`config.mk`:
```
export PLATFORM = sky130hd
export DESIGN_NAME = encoder_count_to_tape_time_core
export DESIGN_NICKNAME = d
export VERILOG_FILES = /design/src/rtl/ectt_pkg.sv /design/src/rtl/ectt_csr.sv /design/src/rtl/ectt_front.sv /design/src/rtl/ectt_queue.sv /design/src/rtl/ectt_back.sv /design/src/rtl/encoder_count_to_tape_time_core.sv
export SDC_FILE = /design/constraint.sdc
export NUM_CORES = 2
export LEC_CHECK = 0
export BUFFER_PORTS_ARGS = -buffer_cell sky130_fd_sc_hd__buf_2
export CAP_MARGIN = 25
export CORE_AREA = 2 2 333 335
export CTS_BUF_LIST = sky130_fd_sc_hd__clkbuf_8 sky130_fd_sc_hd__clkbuf_16
export DETAILED_ROUTE_END_ITERATION = 10
export DIE_AREA = 0 0 335 337
export PLACE_DENSITY = 0.76
export RECOVER_POWER = 25
export SYNTH_ARGS = -nofsm -noshare
export SYNTH_HDL_FRONTEND = slang
export SYNTH_SLANG_ARGS = --single-unit
```
`constraint.sdc`:
```
create_clock -name clock -period 11.6 [get_ports clock]
set_clock_uncertainty 0.2 [all_clocks]
set_input_delay 1.16 -clock clock [delete_from_list [all_inputs] [get_ports clock]]
set_output_delay 1.16 -clock clock [all_outputs]
set_load 0.05 [all_outputs]
```
`src/rtl/ectt_pkg.sv`:
```
// shared types and constants for the encoder count to tape time block
// no dependencies
package ectt_pkg;

   localparam int QUEUE_DEPTH = 4;
   localparam int QPTR_W      = $clog2(QUEUE_DEPTH);
   localparam int QCOUNT_W    = $clog2(QUEUE_DEPTH + 1);

   localparam int CSR_ADDR_W = 3;
   localparam int CSR_DATA_W = 32;
   localparam logic CSR_IDX_SCALE = 1'b0;
   localparam logic [31:0] SCALE_RESET = 32'd4475175;

   localparam int DAY_SECONDS    = 86400;
   localparam int HOUR_SECONDS   = 3600;
   localparam int MINUTE_SECONDS = 60;
   localparam int TENTHS_PER_SEC = 10;
   localparam int FRAMES_PER_SEC = 30;

   // reciprocal constants: q = ((x >> PRE) * RECIP) >> SHIFT, exact over the value range
   localparam int DAY_PRE     = 7;
   localparam int DAY_SHIFT   = 35;
   localparam int RECIP_DAY   = 50903317;
   localparam int HOUR_PRE    = 4;
   localparam int HOUR_SHIFT  = 20;
   localparam int RECIP_HOUR  = 4661;
   localparam int MIN_PRE     = 2;
   localparam int MIN_SHIFT   = 14;
   localparam int RECIP_MIN   = 1093;

   typedef struct packed {
      logic [31:0] magnitude;
      logic        fast;
      logic        positive;
   } entry_type;

   typedef struct packed {
      logic [3:0] tenths;
      logic [4:0] frames;
      logic       positive;
   } side_type;

   typedef struct packed {
      logic [4:0] hours;
      logic [5:0] minutes;
      logic [5:0] whole_seconds;
      logic [3:0] tenths;
      logic [4:0] frames;
      logic       positive;
   } result_type;

   typedef struct packed {
      logic      valid;
      entry_type entry;
   } push_type;

endpackage

```
`src/rtl/ectt_csr.sv`:
```
// configuration register file, apb-style write and read
// depends on ectt_pkg
module ectt_csr (
   input  logic                           clock,
   input  logic                           reset,
   input  logic                           csr_psel,
   input  logic                           csr_penable,
   input  logic                           csr_pwrite,
   input  logic [ectt_pkg::CSR_ADDR_W-1:0] csr_paddr,
   input  logic [ectt_pkg::CSR_DATA_W-1:0] csr_pwdata,
   output logic [ectt_pkg::CSR_DATA_W-1:0] csr_prdata,
   output logic                           csr_pready,
   output logic [31:0]                    scale
);
   import ectt_pkg::*;

   logic [31:0] scale_ff;
   logic [31:0] scale_in;
   logic        wr_en;

   assign csr_pready = 1'b1;
   assign wr_en = csr_psel & csr_penable & csr_pwrite & csr_pready;

   always_comb begin
      scale_in = scale_ff;
      if (wr_en && csr_paddr[2] == CSR_IDX_SCALE) begin
         scale_in = csr_pwdata[31:0];
      end
   end

   always_ff @(posedge clock) begin
      if (reset) begin
         scale_ff <= SCALE_RESET;
      end else begin
         scale_ff <= scale_in;
      end
   end

   always_comb begin
      case (csr_paddr[2])
         CSR_IDX_SCALE: csr_prdata = scale_ff;
         default:       csr_prdata = '0;
      endcase
   end

   assign scale = scale_ff;

endmodule

```
`src/rtl/ectt_front.sv`:
```
// front end: takes the count apart into magnitude, sign and speed
// depends on ectt_pkg
module ectt_front (
   input  logic                req_tvalid,
   input  logic [31:0]         req_tdata,
   input  logic                req_tuser,
   output ectt_pkg::push_type  push
);
   import ectt_pkg::*;

   logic negative;

   assign negative = req_tdata[31];

   always_comb begin
      push.valid           = req_tvalid;
      push.entry.magnitude = negative ? (32'd0 - req_tdata) : req_tdata;
      push.entry.fast      = req_tuser;
      push.entry.positive  = ~negative;
   end

endmodule

```
`src/rtl/ectt_queue.sv`:
```
// short request queue between front and back end
// depends on ectt_pkg
module ectt_queue (
   input  logic                clock,
   input  logic                reset,
   input  ectt_pkg::push_type  push,
   output logic                push_ready,
   output logic                pop_valid,
   output ectt_pkg::entry_type pop_entry,
   input  logic                pop
);
   import ectt_pkg::*;

   entry_type           slot_ff [QUEUE_DEPTH];
   logic [QPTR_W-1:0]   wr_ptr_ff, wr_ptr_in;
   logic [QPTR_W-1:0]   rd_ptr_ff, rd_ptr_in;
   logic [QCOUNT_W-1:0] count_ff, count_in;
   logic                do_push, do_pop;

   assign push_ready = count_ff != QCOUNT_W'(QUEUE_DEPTH);
   assign pop_valid  = count_ff != '0;
   assign pop_entry  = slot_ff[rd_ptr_ff];
   assign do_push    = push.valid & push_ready;
   assign do_pop     = pop & pop_valid;

   always_comb begin
      wr_ptr_in = do_push ? wr_ptr_ff + 1'b1 : wr_ptr_ff;
      rd_ptr_in = do_pop ? rd_ptr_ff + 1'b1 : rd_ptr_ff;
      count_in  = count_ff;
      if (do_push && !do_pop) begin
         count_in = count_ff + 1'b1;
      end else if (do_pop && !do_push) begin
         count_in = count_ff - 1'b1;
      end
   end

   always_ff @(posedge clock) begin
      if (reset) begin
         wr_ptr_ff <= '0;
         rd_ptr_ff <= '0;
         count_ff  <= '0;
      end else begin
         wr_ptr_ff <= wr_ptr_in;
         rd_ptr_ff <= rd_ptr_in;
         count_ff  <= count_in;
      end
   end

   always_ff @(posedge clock) begin
      if (do_push) begin
         slot_ff[wr_ptr_ff] <= push.entry;
      end
   end

endmodule

```
`src/rtl/ectt_back.sv`:
```
// back end: scale multiply, day wrap and time split pipeline with output register
// depends on ectt_pkg
module ectt_back (
   input  logic                 clock,
   input  logic                 reset,
   input  logic                 q_valid,
   input  ectt_pkg::entry_type  q_entry,
   output logic                 q_pop,
   input  logic [31:0]          scale,
   input  logic                 rsp_ready,
   output logic                 rsp_valid,
   output ectt_pkg::result_type rsp_result
);
   import ectt_pkg::*;

   logic       en;
   logic [6:0] valid_ff, valid_in;

   logic [63:0] prod_t;
   logic [63:0] s1_t_ff, s1_t_in;
   logic        s1_pos_ff;

   logic [50:0] prod_day;
   logic [35:0] prod_ten;
   logic [36:0] prod_frm;
   logic [31:0] s2_secs_ff;
   logic [15:0] s2_quot_ff, s2_quot_in;
   side_type    s2_side_ff, s2_side_in;

   logic [32:0] day_mul, day_diff;
   logic [16:0] s3_day_ff, s3_day_in;
   side_type    s3_side_ff;

   logic [25:0] prod_hour;
   logic [16:0] s4_day_ff;
   logic [4:0]  s4_hours_ff, s4_hours_in;
   side_type    s4_side_ff;

   logic [16:0] hour_mul, hour_diff;
   logic [4:0]  s5_hours_ff;
   logic [11:0] s5_rem_ff, s5_rem_in;
   side_type    s5_side_ff;

   logic [20:0] prod_min;
   logic [4:0]  s6_hours_ff;
   logic [11:0] s6_rem_ff;
   logic [5:0]  s6_min_ff, s6_min_in;
   side_type    s6_side_ff;

   logic [11:0] min_mul, min_diff;
   result_type  out_ff, out_in;

   assign en    = ~valid_ff[6] | rsp_ready;
   assign q_pop = en;
   assign valid_in = {valid_ff[5:0], q_valid};

   // stage 1: scale multiply, doubled at slow speed
   always_comb begin
      prod_t  = 64'(q_entry.magnitude) * 64'(scale);
      s1_t_in = q_entry.fast ? prod_t : {prod_t[62:0], 1'b0};
   end

   // stage 2: day quotient and fraction digits
   always_comb begin
      prod_day = 51'(s1_t_ff[63:32] >> DAY_PRE) * 51'(RECIP_DAY);
      s2_quot_in = prod_day[DAY_SHIFT+15:DAY_SHIFT];
      prod_ten = 36'(s1_t_ff[31:0]) * 36'(TENTHS_PER_SEC);
      prod_frm = 37'(s1_t_ff[31:0]) * 37'(FRAMES_PER_SEC);
      s2_side_in.tenths   = prod_ten[35:32];
      s2_side_in.frames   = prod_frm[36:32];
      s2_side_in.positive = s1_pos_ff;
   end

   // stage 3: seconds within the day
   always_comb begin
      day_mul   = 33'(s2_quot_ff) * 33'(DAY_SECONDS);
      day_diff  = {1'b0, s2_secs_ff} - day_mul;
      s3_day_in = day_diff[16:0];
   end

   // stage 4: hours
   always_comb begin
      prod_hour   = 26'(s3_day_ff >> HOUR_PRE) * 26'(RECIP_HOUR);
      s4_hours_in = prod_hour[HOUR_SHIFT+4:HOUR_SHIFT];
   end

   // stage 5: seconds within the hour
   always_comb begin
      hour_mul  = 17'(s4_hours_ff) * 17'(HOUR_SECONDS);
      hour_diff = s4_day_ff - hour_mul;
      s5_rem_in = hour_diff[11:0];
   end

   // stage 6: minutes
   always_comb begin
      prod_min  = 21'(s5_rem_ff >> MIN_PRE) * 21'(RECIP_MIN);
      s6_min_in = prod_min[MIN_SHIFT+5:MIN_SHIFT];
   end

   // output: seconds within the minute
   always_comb begin
      min_mul  = 12'(s6_min_ff) * 12'(MINUTE_SECONDS);
      min_diff = s6_rem_ff - min_mul;
      out_in.hours         = s6_hours_ff;
      out_in.minutes       = s6_min_ff;
      out_in.whole_seconds = min_diff[5:0];
      out_in.tenths        = s6_side_ff.tenths;
      out_in.frames        = s6_side_ff.frames;
      out_in.positive      = s6_side_ff.positive;
   end

   always_ff @(posedge clock) begin
      if (reset) begin
         valid_ff <= '0;
      end else if (en) begin
         valid_ff <= valid_in;
      end
   end

   always_ff @(posedge clock) begin
      if (en) begin
         s1_t_ff     <= s1_t_in;
         s1_pos_ff   <= q_entry.positive;
         s2_secs_ff  <= s1_t_ff[63:32];
         s2_quot_ff  <= s2_quot_in;
         s2_side_ff  <= s2_side_in;
         s3_day_ff   <= s3_day_in;
         s3_side_ff  <= s2_side_ff;
         s4_day_ff   <= s3_day_ff;
         s4_hours_ff <= s4_hours_in;
         s4_side_ff  <= s3_side_ff;
         s5_hours_ff <= s4_hours_ff;
         s5_rem_ff   <= s5_rem_in;
         s5_side_ff  <= s4_side_ff;
         s6_hours_ff <= s5_hours_ff;
         s6_rem_ff   <= s5_rem_ff;
         s6_min_ff   <= s6_min_in;
         s6_side_ff  <= s5_side_ff;
         out_ff      <= out_in;
      end
   end

   assign rsp_valid  = valid_ff[6];
   assign rsp_result = out_ff;

endmodule

```
`src/rtl/encoder_count_to_tape_time_core.sv`:
```
// Encoder count to tape time converter, top level.
// depends on ectt_pkg, ectt_csr, ectt_front, ectt_queue, ectt_back
//
// Request channel (req_): a signed 32-bit encoder count in tdata and the speed
// select in tuser (1 = 30 ips, 0 = 15 ips, scale doubled). Response channel
// (rsp_): one tape time per request, hours, minutes and seconds of the day
// wrapped time plus tenths and frames of the fraction, and the count's sign.
// Configuration: one apb register at byte address 0, the Q0.32 seconds per
// tick at 30 ips; write it only while the block is idle.
// A request waits in the queue and then passes through the seven-stage back end
// (scale multiply, three reciprocal divides and their remainders, output
// register) before rsp_tvalid rises.
// Throughput: one request per cycle while the receiver is not stalling the
// output register, bounded by the single 32x32 multiplier stage.
// Reset clears the queue and all stage valid bits and loads the scale reset
// value. When the receiver stalls, the back end holds and the four-entry
// queue keeps accepting until it fills, then req_tready drops.
module encoder_count_to_tape_time_core (
   input  logic                           clock,
   input  logic                           reset,
   input  logic                           req_tvalid,
   output logic                           req_tready,
   input  logic [31:0]                    req_tdata,   // position
   input  logic                           req_tuser,   // speed_fast
   output logic                           rsp_tvalid,
   input  logic                           rsp_tready,
   // hours, minutes, whole_seconds, tenths, frames, zero fill
   output logic [31:0]                    rsp_tdata,
   output logic                           rsp_tuser,   // positive
   input  logic                           csr_psel,
   input  logic                           csr_penable,
   input  logic                           csr_pwrite,
   input  logic [ectt_pkg::CSR_ADDR_W-1:0] csr_paddr,
   input  logic [ectt_pkg::CSR_DATA_W-1:0] csr_pwdata,
   output logic [ectt_pkg::CSR_DATA_W-1:0] csr_prdata,
   output logic                           csr_pready
);
   import ectt_pkg::*;

   logic        [31:0] scale;
   push_type           push;
   logic               q_valid;
   entry_type          q_entry;
   logic               q_pop;
   result_type         result;

   ectt_csr u_csr (
      .clock       (clock),
      .reset       (reset),
      .csr_psel    (csr_psel),
      .csr_penable (csr_penable),
      .csr_pwrite  (csr_pwrite),
      .csr_paddr   (csr_paddr),
      .csr_pwdata  (csr_pwdata),
      .csr_prdata  (csr_prdata),
      .csr_pready  (csr_pready),
      .scale       (scale)
   );

   ectt_front u_front (
      .req_tvalid (req_tvalid),
      .req_tdata  (req_tdata),
      .req_tuser  (req_tuser),
      .push       (push)
   );

   ectt_queue u_queue (
      .clock      (clock),
      .reset      (reset),
      .push       (push),
      .push_ready (req_tready),
      .pop_valid  (q_valid),
      .pop_entry  (q_entry),
      .pop        (q_pop)
   );

   ectt_back u_back (
      .clock      (clock),
      .reset      (reset),
      .q_valid    (q_valid),
      .q_entry    (q_entry),
      .q_pop      (q_pop),
      .scale      (scale),
      .rsp_ready  (rsp_tready),
      .rsp_valid  (rsp_tvalid),
      .rsp_result (result)
   );

   assign rsp_tdata = {6'd0, result.frames, result.tenths, result.whole_seconds,
                       result.minutes, result.hours};
   assign rsp_tuser = result.positive;

endmodule

```
* Word level (Yosys, flattened, before mapping)
Memory sizes are Yosys's and may differ from the RTL's. A register that Yosys moved wholly into a read port is not among the register bits. Index checks and enable logic that the tools add are counted.
Storage, ports and cells: bits in registers 289, latch bits 0, RAM bits 136, bits in read-only memories 0, output and inout port bits 68, word-level logic and storage cells 82, memories 1
Operators by class: add/subtract/negate cells 8, multipliers 9, div/mod/pow operators 0, order comparisons 0, eq/ne operators 1, shift operators 0, multiplexer cells 9, bitwise operators 8, reduce and logical (&&, ||, !) cells 7
Memory list:
- u_queue.slot_ff | words 4, bits a word 34, read ports 1, clocked after Yosys merged registers in 1, write ports 1, line ectt_queue.sv:14 | entry_type slot_ff [QUEUE_DEPTH];
Operator list (number):
- multiplier 32 x 32 -> 64 bit | 1
- two-way mux 32 bit | 2
- two-way mux 64 bit | 1
- multiplier 25 x 26 -> 51 bit, second input constant | 1
- multiplier 32 x 4 -> 36 bit, second input constant | 1
- multiplier 32 x 3 -> 35 bit, second input constant | 1
- subtractor 1 x 32 -> 32 bit, first input constant | 1
- multiplier 13 x 13 -> 25 bit, second input constant | 1
- multiplier 10 x 11 -> 20 bit, second input constant | 1
- subtractor 17 bit | 1
- multiplier 16 x 10 -> 10 bit, second input constant | 1
- subtractor 12 bit | 1
- multiplier 5 x 8 -> 8 bit, second input constant | 1
- multiplier 6 x 4 -> 4 bit, second input constant | 1
- two-way mux 3 bit | 2
- subtractor 6 bit | 1
- adder 2 x 1 -> 2 bit, second input constant | 2
- AND 1 bit | 4
- two-way mux 2 bit | 2
- adder 3 x 1 -> 3 bit, second input constant | 1
- logical AND 1 bit | 3
- inequality test 3 bit, second input constant | 1
- inverter 1 bit | 3
- nonzero test 3 bit | 1
- 5 further kinds | 7

* Longest topological paths before layout
depth after elaboration 6, mapped depth 33

* Modules after synthesis
Synthesis repeated with hierarchy kept, for this count alone.
Unflattened totals: cells, all modules 6226, area total of the unflattened synthesis 65615.4 µm²
Modules (own cells, without submodules):
- ectt_back | times used 1, cells an instance 5719, area each 57819.2 µm², seq. area each 7257.0 µm²
- ectt_queue | times used 1, cells an instance 226, area each 5420.2 µm², seq. area each 4264.1 µm²
- ectt_csr | times used 1, cells an instance 177, area each 1652.8 µm², seq. area each 640.6 µm²
- ectt_front | times used 1, cells an instance 97, area each 674.4 µm², seq. area each 0.0 µm²
- encoder_count_to_tape_time_core | times used 1, cells an instance 7, area each 48.8 µm², seq. area each 0.0 µm²

* Worst setup path after synthesis
OpenSTA, ideal clock, no wires.
path type flip-flop to flip-flop, start point reg (tool-made name), end point reg u_back.s1_t_ff[63] (data pin), library setup time 0.265 ns, arrival time 8.328 ns, data required time 11.135 ns, setup slack 2.807 ns, stages on the path, launching flop included 30, buffers on the path 4, clock period less this slack 8.793 ns, path through dfxtp_1 > clkbuf_1 > buf_2 > mux4_2 > clkbuf_1 > and2_1 > fa_1 > fa_1 > inv_1 > fa_1 > fa_1 > fa_1 > inv_1 > fa_1 > fa_1 > inv_1 > fa_1 > inv_1 > ha_1 > buf_6 > a21o_1 > a31o_1 > nor4_2 > o221a_1 > nor2_2 > a31oi_4 > a31oi_4 > a221oi_2 > xnor2_1 > mux2i_1
RTL lines:
- end signal: assignment | line ectt_back.sv:122 | s1_t_ff <= s1_t_in;
- end: declaration | line ectt_back.sv:20 | logic [63:0] s1_t_ff, s1_t_in;

==> qor.yml <==
floorplanning:
  io_pins: 143
  initial_core_util_pct: 59.5
  die_w_um: 335
  die_area_um2: 113000
  rows: 122
  core_area_um2: 110000
  die_h_um: 337
logic_synthesis:
  yosysSeqAreaShare_pct: 18.7
  synth-seq-cells: 421
  syn_inst: 6211
  synth-edff-count: 373
  yosys_warnings: 0
  synth.cell_area_um2: 65200
  synth-main-ff-cell: "edfxtp_1"
  synth-async-reset-ratio_pct: 0
  synth_area_per_cell_um2: 10.5
  synth_cell_types: 82
clock_network:
  cts.sinks: 421
  cts_buffer_depth: 3
  clk_root_buffer_cell: "clkbuf_16"
  clk_pin_slew_worst_paths_ns: 0.06
  cts_resized: 0
  cts_tree: "built"
  htree_levels: 2
  clock_latency_ns: 0.60
  cts_buffers: 44
  post_cts_buffers: 0
  hold_buffers: 0
sta:
  slew_headroom_pct: -46.1
  drv_slew: 188
  rsz0062_at_grt: "false"
  fin_crit_sh_pct: 86.6
  worstMarginPinSlew_ns: 2.19
  min_period_ns: 10.05
  layout_setup_ws_ns: 1.55
  finalSetupViolCount: 0
  setup_tns_ns: 0
  hold_viol: 0
  clock.fmax_ghz: 0.0995
global_route:
  gr-total-overflow: 0
  grtUsageMet2_pct: 45.0
  first_global_vias: 46700
  antenna_found_initial: 0
  gr-max-usage-layer: "met2"
  met3_usage_pct: 5.34
  grt_usage_pct: 27.2
  grt_start_max_net_pins: 94
  grt_first_pass_wirelength_um: 243000
  met1_usage_pct: 36.3
placement:
  hpwl_um: 112000
  gp_congestion: 0.892
  preCtsSetupSlack_ns: 1.55
  postPlaceCellArea_um2: 67000
  port-buffer-count: 133
layout:
  multi_input_area_um2: 46900
  antenna_cells: 0
  num-fill-cells: 8714
  design_area_um2: 68400
  syn_to_final_growth_pct: 4.99
  final_core_util_pct: 62.4
  drive_above_1_share_pct: 5.10
  register_area_um2: 12200
  fin_nets: 8234
min_path:
  hold_path.class: "reg2reg"
critical_path:
  critPathTopFamily: "adder cells"
  startpoint_type: "flop"
  slowest_delay_ns: 0.95
  arrival_ns: 10.16
  endpoint_kind: "flop"
  worstSetupPathType: "reg2reg"
  crit_required_ns: 11.72
  crit_buf_inv: 5
  worst-path-max-fanout: 32
  crit_top_cell: "fa_1"
  r2r_slack_ns: 1.55
  cpMaxStageDelayCell: "mux4_2"
drt:
  ant_nets: 0
  drt_iter0_drc: 2796
  viasPerCell: 5.62
  dr.pass1.iters: 6
  vias: 42900
  post_drt_wl_per_cell_um: 19.2
  wl_um: 147000
  post-route-drc-count: 0
job:
  max_cap_viol_count: 5
run_status:
  status: "finished, violations left"
  violations: "capacitance limit, slew limit"
logic make-up (layout without fill, tap and decap cells):
logic type                 after synthesis  in the layout  share of synthesized area (%)
buffers and inverters                 1614           1613                           9.44
other                                    2              7                         0.0115
adders and majority gates             1976           1976                           51.6
xor gates and xnor gates               169            169                           2.27
DFF                                    421            421                           18.7
and+or+nand+nor                       1490           1490                           11.7
AOI/OAI and AO/OA                      485            485                           4.93
muxes                                   54             54                           1.47
state kept, by name, summed over array words and instances (netlist names), 12 cells and up, named ones only:
name	count
u_back.rsp_result	27
u_back.s1_t_ff	64
u_back.s2_secs_ff	17
u_back.s3_day_ff	17
u_back.s4_day_ff	12
u_back.s5_rem_ff	12
u_csr.scale	32
u_queue.slot_ff	136
synth_stat cells (23+ instances only):
master	n	share of area, %
clkbuf_1	237	1.4
nor2_1	73	0.42
ha_1	792	15
a21o_1	86	0.99
a21oi_1	138	1.1
o21bai_1	23	0.26
fa_1	1184	36
nor2b_1	49	0.47
nand4_1	31	0.30
nand3_1	23	0.18
inv_1	1343	7.7
o21ai_0	99	0.76
xnor2_1	116	1.6
nand2_1	631	3.6
mux4_2	33	1.1
edfxtp_1	373	17
dfxtp_1	48	1.5
xor2_1	53	0.71
and2_1	594	5.7
stage by stage:
step / instances / hold slack, ns
2_1_floorplan: 6216 / 0.200
3_3_place_gp: 7561 / 0.202
3_5_place_dp: 7562 / 0.205
4_1_cts: 7640 / 0.208
5_1_grt: 7641 / 0.214
6_report: 7641 / 0.210
metal layers:
layer  wire length [µm]  part of all wire, %
met1              59900                   41
met2              69600                   47
met3              12400                  8.5
met4               5080                  3.5
met5                  0                    0
cell type report:
cell class	instances	share of cell area, %
clock buffer	44	1.61
clock inverter	34	0.470
inverter	1343	7.38
multi-input combinational	4181	68.5
sequential	421	17.8
tap	1426	2.61
timing repair buffer	192	1.62
final timing paths:
| kind | to | cells after the start | startpoint |
|---|---|---|---|
| min | u_back.s5_side_ff[5] | 0 | u_back.s4_side_ff[5] |
| max | u_back.s1_t_ff[63] | 26 | flop |
| max reg2reg | u_back.s1_t_ff[63] | 26 | flop |
| min reg2reg | u_back.s5_side_ff[5] | 0 | u_back.s4_side_ff[5] |
cells in the final DEF (no fill, tap or decap), types with 47 or more instances in the layout:
master    instances
inv_1          1352
fa_1           1184
ha_1            792
nand2_1         631
buf_2           129
edfxtp_1        373
nor2_1           73
o21ai_0          99
buf_4            47
and2_1          594
a21o_1           86
xor2_1           53
a21oi_1         138
nor2b_1          49
xnor2_1         116
Power is left out: the tool's default activity adds up to more than one toggle a clock period on the data nets, which glitch-free logic cannot reach.
